==> config.mk <==
export PLATFORM = sky130hd
export DESIGN_NAME = base64_stream_codec_core
export DESIGN_NICKNAME = d
export VERILOG_FILES = /design/src/rtl/b64sc_pkg.sv /design/src/rtl/b64sc_front.sv /design/src/rtl/b64sc_queue.sv /design/src/rtl/b64sc_back.sv /design/src/rtl/base64_stream_codec_core.sv
export SDC_FILE = /design/constraint.sdc
export NUM_CORES = 1
export LEC_CHECK = 0
export ABC_AREA = 1
export BUFFER_PORTS_ARGS = -buffer_cell sky130_fd_sc_hd__buf_2
export CORE_MARGIN = 8
export CORE_UTILIZATION = 58
export DETAILED_ROUTE_END_ITERATION = 16
export PLACE_DENSITY = 0.75
export SYNTH_ARGS = -nofsm -noshare
export SYNTH_HDL_FRONTEND = slang
export SYNTH_HIERARCHICAL = 1
export SYNTH_SLANG_ARGS = --single-unit
==> constraint.sdc <==
create_clock -name clk -period 7.2 [get_ports clk]
set_input_delay 0.72 -clock clk [delete_from_list [all_inputs] [get_ports clk]]
set_output_delay 0.72 -clock clk [all_outputs]
set_load 0.03 [all_outputs]
==> src/rtl/b64sc_pkg.sv <==
// Shared types, constants and alphabet functions for the Base64 stream codec.
`timescale 1ns / 1ps
`default_nettype none

package b64sc_pkg;

  // Most result items that one input item can cause.
  localparam int unsigned RES_MAX = 4;

  // Depth of the job queue between front and back; a power of two.
  localparam int unsigned QDEPTH = 2;
  localparam int unsigned QPTR_W = $clog2(QDEPTH);

  // Padding character '='.
  localparam logic [7:0] PAD_CHAR = 8'h3D;

  // Mode register codes.
  localparam logic MODE_ENCODE = 1'b0;
  localparam logic MODE_DECODE = 1'b1;

  // Pending bit count: bits waiting minus the group size.
  typedef logic signed [4:0] pend_t;

  localparam pend_t P_M2 = -5'sd2;
  localparam pend_t P_M4 = -5'sd4;
  localparam pend_t P_M6 = -5'sd6;
  localparam pend_t P_M8 = -5'sd8;

  localparam pend_t ENC_START = P_M6;
  localparam pend_t DEC_START = P_M8;

  // One accepted item's worth of results, as handed from front to back.
  typedef struct packed {
    logic [RES_MAX-1:0][7:0] bytes;
    logic [1:0]              count_m1;
    logic                    data_valid;
    logic                    is_last;
  } job_t;

  // Queue status seen by both sides.
  typedef struct packed {
    logic not_empty;
    logic full;
  } q_status_t;

  // Result of looking a character up in the alphabet.
  typedef struct packed {
    logic       hit;
    logic [5:0] value;
  } dec_t;

  // Maps a 6-bit group to its alphabet character.
  function automatic logic [7:0] enc_char(input logic [5:0] v);
    logic [7:0] c;
    if (v < 6'd26) begin
      c = 8'h41 + {2'b00, v};
    end else if (v < 6'd52) begin
      c = 8'h47 + {2'b00, v};
    end else if (v < 6'd62) begin
      c = {2'b00, v} - 8'h04;
    end else if (v == 6'd62) begin
      c = 8'h2B;
    end else begin
      c = 8'h2F;
    end
    return c;
  endfunction

  // Maps a character to its 6-bit value; hit is low outside the alphabet.
  function automatic dec_t dec_value(input logic [7:0] c);
    dec_t r;
    r.hit = 1'b1;
    if (c inside {[8'h41:8'h5A]}) begin
      r.value = 6'(c - 8'h41);
    end else if (c inside {[8'h61:8'h7A]}) begin
      r.value = 6'(c - 8'h47);
    end else if (c inside {[8'h30:8'h39]}) begin
      r.value = 6'(c + 8'h04);
    end else if (c == 8'h2B) begin
      r.value = 6'd62;
    end else if (c == 8'h2F) begin
      r.value = 6'd63;
    end else begin
      r.hit   = 1'b0;
      r.value = 6'd0;
    end
    return r;
  endfunction

endpackage

`default_nettype wire

==> src/rtl/b64sc_front.sv <==
// Front end: accepts items, keeps the bit stream state and builds result jobs.
`timescale 1ns / 1ps
`default_nettype none

module b64sc_front (
  input  wire logic                  clk,
  input  wire logic                  rst_n,
  input  wire logic                  cfg_valid,
  output logic                       cfg_ready,
  input  wire logic                  cfg_mode,
  input  wire logic                  in_valid,
  output logic                       in_ready,
  input  wire logic [7:0]            in_data_byte,
  input  wire logic                  in_end_of_message,
  input  wire b64sc_pkg::q_status_t  q_st,
  output logic                       push,
  output b64sc_pkg::job_t            job
);

  logic                 mode_r;
  logic [5:0]           acc_r;
  logic [11:0]          acc_nxt;
  b64sc_pkg::pend_t     pend_r;
  b64sc_pkg::pend_t     pend_nxt;
  b64sc_pkg::dec_t      dv;
  logic                 has_res;
  logic                 accept;

  assign cfg_ready = 1'b1;
  assign in_ready  = !q_st.full;
  assign accept    = in_valid && in_ready;
  assign push      = accept && has_res;

  always_comb begin
    job      = '0;
    has_res  = 1'b0;
    acc_nxt  = {6'd0, acc_r};
    pend_nxt = pend_r;
    dv       = b64sc_pkg::dec_value(in_data_byte);
    job.is_last    = in_end_of_message;
    job.data_valid = 1'b1;
    if (mode_r == b64sc_pkg::MODE_ENCODE) begin
      acc_nxt = {acc_r[3:0], in_data_byte};
      has_res = 1'b1;
      case (pend_r)
        b64sc_pkg::P_M4: begin
          job.bytes[0] = b64sc_pkg::enc_char(acc_nxt[9:4]);
          pend_nxt     = b64sc_pkg::P_M2;
          if (in_end_of_message) begin
            job.bytes[1] = b64sc_pkg::enc_char({acc_nxt[3:0], 2'b00});
            job.bytes[2] = b64sc_pkg::PAD_CHAR;
            job.count_m1 = 2'd2;
          end
        end
        b64sc_pkg::P_M2: begin
          job.bytes[0] = b64sc_pkg::enc_char(acc_nxt[11:6]);
          job.bytes[1] = b64sc_pkg::enc_char(acc_nxt[5:0]);
          job.count_m1 = 2'd1;
          pend_nxt     = b64sc_pkg::P_M6;
        end
        default: begin
          job.bytes[0] = b64sc_pkg::enc_char(acc_nxt[7:2]);
          pend_nxt     = b64sc_pkg::P_M4;
          if (in_end_of_message) begin
            job.bytes[1] = b64sc_pkg::enc_char({acc_nxt[1:0], 4'b0000});
            job.bytes[2] = b64sc_pkg::PAD_CHAR;
            job.bytes[3] = b64sc_pkg::PAD_CHAR;
            job.count_m1 = 2'd3;
          end
        end
      endcase
    end else begin
      if (dv.hit) begin
        acc_nxt = {acc_r, dv.value};
        case (pend_r)
          b64sc_pkg::P_M8: begin
            pend_nxt = b64sc_pkg::P_M2;
          end
          b64sc_pkg::P_M2: begin
            job.bytes[0] = acc_nxt[11:4];
            has_res      = 1'b1;
            pend_nxt     = b64sc_pkg::P_M4;
          end
          b64sc_pkg::P_M4: begin
            job.bytes[0] = acc_nxt[9:2];
            has_res      = 1'b1;
            pend_nxt     = b64sc_pkg::P_M6;
          end
          default: begin
            job.bytes[0] = acc_nxt[7:0];
            has_res      = 1'b1;
            pend_nxt     = b64sc_pkg::P_M8;
          end
        endcase
      end
      // A last character that completes no byte still closes the message.
      if (in_end_of_message && !has_res) begin
        has_res        = 1'b1;
        job.data_valid = 1'b0;
      end
    end
    if (in_end_of_message) begin
      acc_nxt  = '0;
      pend_nxt = (mode_r == b64sc_pkg::MODE_DECODE) ? b64sc_pkg::DEC_START
                                                    : b64sc_pkg::ENC_START;
    end
  end

  always_ff @(posedge clk) begin
    if (!rst_n) begin
      mode_r <= b64sc_pkg::MODE_ENCODE;
      acc_r  <= '0;
      pend_r <= b64sc_pkg::ENC_START;
    end else if (cfg_valid) begin
      mode_r <= cfg_mode;
      acc_r  <= '0;
      pend_r <= (cfg_mode == b64sc_pkg::MODE_DECODE) ? b64sc_pkg::DEC_START
                                                     : b64sc_pkg::ENC_START;
    end else if (accept) begin
      acc_r  <= acc_nxt[5:0];
      pend_r <= pend_nxt;
    end
  end

  a_enc_phase: assert property (@(posedge clk) disable iff (!rst_n)
    (mode_r == b64sc_pkg::MODE_ENCODE) |->
      (pend_r == b64sc_pkg::P_M6 || pend_r == b64sc_pkg::P_M4 ||
       pend_r == b64sc_pkg::P_M2))
    else $error("encode phase left its legal set");

  a_dec_phase: assert property (@(posedge clk) disable iff (!rst_n)
    (mode_r == b64sc_pkg::MODE_DECODE) |->
      (pend_r == b64sc_pkg::P_M8 || pend_r == b64sc_pkg::P_M6 ||
       pend_r == b64sc_pkg::P_M4 || pend_r == b64sc_pkg::P_M2))
    else $error("decode phase left its legal set");

endmodule

`default_nettype wire

==> src/rtl/b64sc_queue.sv <==
// Short job queue between the front end and the output serializer.
`timescale 1ns / 1ps
`default_nettype none

module b64sc_queue (
  input  wire logic                 clk,
  input  wire logic                 rst_n,
  input  wire logic                 push,
  input  wire b64sc_pkg::job_t      wr_job,
  input  wire logic                 pop,
  output b64sc_pkg::job_t           head,
  output b64sc_pkg::q_status_t      q_st
);

  b64sc_pkg::job_t                   mem_r [b64sc_pkg::QDEPTH];
  logic [b64sc_pkg::QPTR_W-1:0]      wr_ptr_r;
  logic [b64sc_pkg::QPTR_W-1:0]      rd_ptr_r;
  logic [b64sc_pkg::QPTR_W:0]        count_r;
  logic [b64sc_pkg::QPTR_W:0]        count_nxt;

  assign head         = mem_r[rd_ptr_r];
  assign q_st.not_empty = (count_r != '0);
  assign q_st.full    = (count_r == (b64sc_pkg::QPTR_W + 1)'(b64sc_pkg::QDEPTH));

  always_comb begin
    count_nxt = count_r;
    if (push && !pop) begin
      count_nxt = count_r + 1'b1;
    end else if (pop && !push) begin
      count_nxt = count_r - 1'b1;
    end
  end

  always_ff @(posedge clk) begin
    if (!rst_n) begin
      wr_ptr_r <= '0;
      rd_ptr_r <= '0;
      count_r  <= '0;
    end else begin
      if (push) begin
        wr_ptr_r <= wr_ptr_r + 1'b1;
      end
      if (pop) begin
        rd_ptr_r <= rd_ptr_r + 1'b1;
      end
      count_r <= count_nxt;
    end
  end

  always_ff @(posedge clk) begin
    if (push) begin
      mem_r[wr_ptr_r] <= wr_job;
    end
  end

  a_count_bound: assert property (@(posedge clk) disable iff (!rst_n)
    count_r <= (b64sc_pkg::QPTR_W + 1)'(b64sc_pkg::QDEPTH))
    else $error("job queue count beyond its depth");

endmodule

`default_nettype wire

==> src/rtl/b64sc_back.sv <==
// Back end: walks the head job one result at a time into the output register.
`timescale 1ns / 1ps
`default_nettype none

module b64sc_back (
  input  wire logic                 clk,
  input  wire logic                 rst_n,
  input  wire b64sc_pkg::job_t      head,
  input  wire b64sc_pkg::q_status_t q_st,
  output logic                      pop,
  output logic                      out_valid,
  input  wire logic                 out_ready,
  output logic [7:0]                out_out_byte,
  output logic                      out_out_valid,
  output logic                      out_out_last
);

  logic [1:0] sel_r;
  logic [1:0] sel_nxt;
  logic       full_r;
  logic [7:0] byte_r;
  logic       dv_r;
  logic       last_r;
  logic       load;
  logic       end_of_job;

  assign load       = q_st.not_empty && (!full_r || out_ready);
  assign end_of_job = (sel_r == head.count_m1);
  assign pop        = load && end_of_job;

  always_comb begin
    sel_nxt = sel_r;
    if (load) begin
      sel_nxt = end_of_job ? 2'd0 : sel_r + 2'd1;
    end
  end

  always_ff @(posedge clk) begin
    if (!rst_n) begin
      full_r <= 1'b0;
      sel_r  <= 2'd0;
    end else begin
      if (load) begin
        full_r <= 1'b1;
      end else if (out_ready) begin
        full_r <= 1'b0;
      end
      sel_r <= sel_nxt;
    end
  end

  always_ff @(posedge clk) begin
    if (load) begin
      byte_r <= head.bytes[sel_r];
      dv_r   <= head.data_valid;
      last_r <= head.is_last && end_of_job;
    end
  end

  assign out_valid     = full_r;
  assign out_out_byte  = byte_r;
  assign out_out_valid = dv_r;
  assign out_out_last  = last_r;

  a_sel_in_job: assert property (@(posedge clk) disable iff (!rst_n)
    q_st.not_empty |-> (sel_r <= head.count_m1))
    else $error("result select ran past the head job");

  a_marker_last: assert property (@(posedge clk) disable iff (!rst_n)
    (full_r && !dv_r) |-> last_r)
    else $error("empty marker result not flagged last");

endmodule

`default_nettype wire

==> src/rtl/base64_stream_codec_core.sv <==
// Top level of the Base64 stream codec: front end, job queue and output serializer.
`timescale 1ns / 1ps
`default_nettype none

// Streaming Base64 codec with the standard alphabet.
// The cfg channel writes the one mode bit (0 encode, 1 decode); a write also
// restarts the stream state. cfg ready is always high, so writes belong
// between messages, while the block is idle.
// The in channel carries one item per handshake: a byte or character plus an
// end-of-message flag. The out channel carries one result item per handshake:
// a character or byte, a data flag (low only on the empty end marker of
// decode) and a last flag on the final result of each message.
// The front end updates the bit accumulator and builds all results of an item
// in the cycle it accepts the item, and pushes them as one job into a two-entry
// queue. The back end sends one result per cycle while the receiver takes them,
// from the queue head through a registered output stage, so an item's first
// result is offered once its job is written into the queue and then loaded into
// the output register. The output side sets the rate: one result per cycle while
// the receiver is ready, so an encode item yields one to four results (about 1.33
// on average over full groups) and a decode item at most one. Items are taken
// while earlier results are still being sent. When the receiver stalls, the output
// register holds, the queue fills and in ready drops once both entries are occupied.
// Reset selects encode mode and empties the queue and the output stage.
module base64_stream_codec_core (
  input  wire logic       clk,
  input  wire logic       rst_n,
  input  wire logic       cfg_valid,
  output logic            cfg_ready,
  input  wire logic       cfg_mode,
  input  wire logic       in_valid,
  output logic            in_ready,
  input  wire logic [7:0] in_data_byte,
  input  wire logic       in_end_of_message,
  output logic            out_valid,
  input  wire logic       out_ready,
  output logic [7:0]      out_out_byte,
  output logic            out_out_valid,
  output logic            out_out_last
);

  // Job handoff between the front end and the queue.
  b64sc_pkg::job_t      wr_job;
  logic                 push;

  // Queue head for the back end, and status seen by both ends.
  b64sc_pkg::job_t      head;
  b64sc_pkg::q_status_t q_st;
  logic                 pop;

  b64sc_front u_front (
    .clk               (clk),
    .rst_n             (rst_n),
    .cfg_valid         (cfg_valid),
    .cfg_ready         (cfg_ready),
    .cfg_mode          (cfg_mode),
    .in_valid          (in_valid),
    .in_ready          (in_ready),
    .in_data_byte      (in_data_byte),
    .in_end_of_message (in_end_of_message),
    .q_st              (q_st),
    .push              (push),
    .job               (wr_job)
  );

  b64sc_queue u_queue (
    .clk    (clk),
    .rst_n  (rst_n),
    .push   (push),
    .wr_job (wr_job),
    .pop    (pop),
    .head   (head),
    .q_st   (q_st)
  );

  // The back end drains the head job in order, one result per cycle unless stalled.
  b64sc_back u_back (
    .clk           (clk),
    .rst_n         (rst_n),
    .head          (head),
    .q_st          (q_st),
    .pop           (pop),
    .out_valid     (out_valid),
    .out_ready     (out_ready),
    .out_out_byte  (out_out_byte),
    .out_out_valid (out_out_valid),
    .out_out_last  (out_out_last)
  );

endmodule

`default_nettype wire

==> metrics.txt <==
CORE AREA=around 12000 µm²; vias=approximately 6000; Slew Limit Fails=0; clock-pin slew on the worst setup and hold paths=about 0.070 ns; synth unique cells=between 50 and 60; routed len/inst=19.3 µm; DR vias/cell=about 6.0; CTS Hold Bufs=0; Starting Density=between 50% and 60%; Worst-Skew Late Latency=~0.34 ns; Critical Path AT=3.31 ns; RSZ-0062 raised after global routing=no; die height=around 130 µm; fin crit period=between 3 and 4 ns; Final Setup Violations=0; PwrDens=~270 nW/µm²; port buffer count=26; post-CTS sizing=0; Post-DP HPWL=around 15000 µm; XOR/XNOR share of the synthesized area=approximately 1.4%; compound-gate portion of the synthesized area=between 10% and 20%; final setup margin=roughly 3.9 ns; mux cell area share after synthesis=a little over 7%; Worst Tran Pin Value=roughly 1.1 ns; CTS Buf Count=9; H-tree Lvls=3; cell area after synthesis=just over 7000 µm²; post-route clock period utilization=46.4%; I/O Pins=28; Inserted Diodes=0; worst slack, placed=roughly 3.5 ns; Critical Path Source Type=input port; initial antenna violation count=0; Synth async-reset ratio=0%; f_max=roughly 300 MHz; syn avg cell area=approximately 8.5 µm²; Post-Synth Adder-Cell Area=about 5.3%; Tot GR Track Use=24.6%; post-CTS setup buffers=0; Total Wirelength=between 15000 and 20000 µm; pin count of the biggest net entering global routing=37; RR Startpoint=u_front/acc_r[0]$_SDFFE_PP0P_; final hold vios=0; clk sink count=between 90 and 100; CP Data Required Time=between 7 and 8 ns; ANT nets after route=0; simple-gate share of the synthesized area=between 20% and 30%; crit-path max FO=36; Main synth FF type=edfxtp_1; nets=898; fillers=between 1000 and 1500; Synth Instances=roughly 860; CTS tree=built; largest family of logic cells by synthesized area=simple AND/OR/NAND/NOR gates; CTS Buffer Depth=2; drt first pass iters=5; Seq/Total Area, Yosys=a little under 40%; skew final=approximately 0.015 ns; setup TNS=0 ns; # Max-Cap Violations=0; DRC Markers=0; global-route wire length before repair=approximately 32000 µm; total grt overflow=0; Max-slew headroom=between 20 and 25%; Rows=41; status=finished, final reports clean; layout cells sized above 1=roughly 16%; Critical path origin=in_data_byte[2]; Hold Crit Class=register to register; EDFF count, synth=82; Yosys Warn Count=6; hold_sp=u_queue/rd_ptr_r$_SDFFE_PN0P_; Iter 0 DRT Violations=between 600 and 700; area delta synth->final=3.87%; Static Leakage=between 3 and 4 nW; CP Class=input port to register; crit end category=register; Die Wd=128 µm; Synth Register Bits=99; VDD IR max=~130 µV; DIE AREA=16400 µm²; Root Driver=clkbuf_16; GPL Wtd Cong=approximately 0.96; number of global-route vias before repair=between 6000 and 7000
-- logic make-up after synthesis --
kind of cell    Yosys count
compound gates          176
xor+xnor                 12
fa+ha+maj                31
buf+inv                 138
flops                    99
mux                      36
other cells               2
simple gates            363
-- stage by stage --
stage	std cells	power [mW]	utilization [%]	area [µm²]	hold slack [ns]
after CTS	1029	2.01	60.8	7550	0.506
after floorplan	862	1.42	-	7290	0.466
after global routing	1029	2.10	60.8	7550	0.551
final	1029	2.01	60.8	7550	0.505
after detailed placement	1013	1.56	58.5	7260	0.491
after global placement	1013	1.53	58.5	7260	0.477
-- area by class of cell --
cell class / count / area [µm²] / area share [%]
multi-input combinational: 625 / 3740 / 49.6
timing repair buffer: 29 / 153 / 2.02
sequential: 99 / 2800 / 37.1
inverter: 88 / 343 / 4.54
clock buffer: 13 / 272 / 3.60
tap: 172 / 215 / 2.85
clock inverter: 3 / 17.5 / 0.232
-- flip-flops by register name, summed over array words and instances (netlist names), 2 cells and up, named ones only --
| register | count |
|---|---|
| u_queue/mem_r | 72 |
| u_back/out_out_byte | 8 |
| u_front/acc_r | 6 |
| u_back/sel_r | 2 |
| u_front/pend_r | 2 |
| u_queue/count_r | 2 |
-- worst paths after layout --
kind	slack, ns	end	depth (start not counted)
setup / recovery	3.86	u_queue/mem_r[0][16]$_DFFE_PP_	15
hold / removal	0.50	register	2
setup reg to reg	4.26	u_queue/mem_r[0][8]$_DFFE_PP_	10
hold reg to reg	0.50	register	2
-- cells in the mapped netlist (9+ instances only) --
| library cell | n | share of area [%] |
|---|---|---|
| ha_1 | 31 | 5.3 |
| o211ai_1 | 14 | 1.4 |
| mux2_4 | 30 | 6.2 |
| nand2_2 | 11 | 0.95 |
| inv_1 | 70 | 3.6 |
| inv_2 | 11 | 0.57 |
| o21ai_1 | 14 | 0.96 |
| nand3_1 | 73 | 5.0 |
| o22ai_1 | 12 | 1.0 |
| edfxtp_1 | 82 | 34 |
| nand4_1 | 14 | 1.2 |
| buf_4 | 21 | 2.2 |
| a21oi_1 | 57 | 3.9 |
| o21ai_0 | 48 | 3.3 |
| buf_2 | 9 | 0.62 |
| dfxtp_1 | 17 | 4.7 |
| nand2_1 | 167 | 8.6 |
| nor2_1 | 71 | 3.7 |
-- per-layer routing --
| layer | track usage, % | up-vias | share of wire (%) |
|---|---|---|---|
| li1 | - | 2928 | - |
| met1 | 28.9 | 2875 | 40 |
| met2 | 44.4 | 299 | 51 |
| met3 | 3.45 | 43 | 6.4 |
| met4 | 9.79 | 0 | 2.9 |
| met5 | 0 | - | 0 |
-- where the power goes --
group          internal, mW  leakage [nW]  switching (mW)  total, mW
clock network         0.265         0.146           0.189      0.454
registers             0.770         0.907          0.0880      0.858
logic                 0.255          2.05           0.441      0.696
total                  1.29          3.10           0.718       2.01
-- critical path, cell delays in order --
cell and delay [ns]:
buf_2 0.20, inv_2 0.25, ha_1 0.26, nand2_1 0.09, nand2_1 0.18, nand2_1 0.09
nand3_2 0.14, nand2_4 0.10, nand2_4 0.11, nor2_8 0.05, or2_1 0.23, a21oi_1 0.28
inv_1 0.09, nor2_2 0.08, buf_4 0.42
-- placed cells by master, fill, tap and decap left out, types with 7 or more instances in the layout --
cell type  count
nand2_1      167
edfxtp_1      82
nand3_1       73
inv_1         70
nor2_1        70
a21oi_1       57
o21ai_0       48
ha_1          31
mux2_4        30
buf_2         26
dfxtp_1       16
o21ai_1       14
nand4_1       14
o211ai_1      14
o22ai_1       12
inv_2         11
nand2_2       11
clkbuf_16     10
xor2_1         8
a31oi_1        7
conb_1         7
No activity file was read; power rests on OpenSTA's default activity.
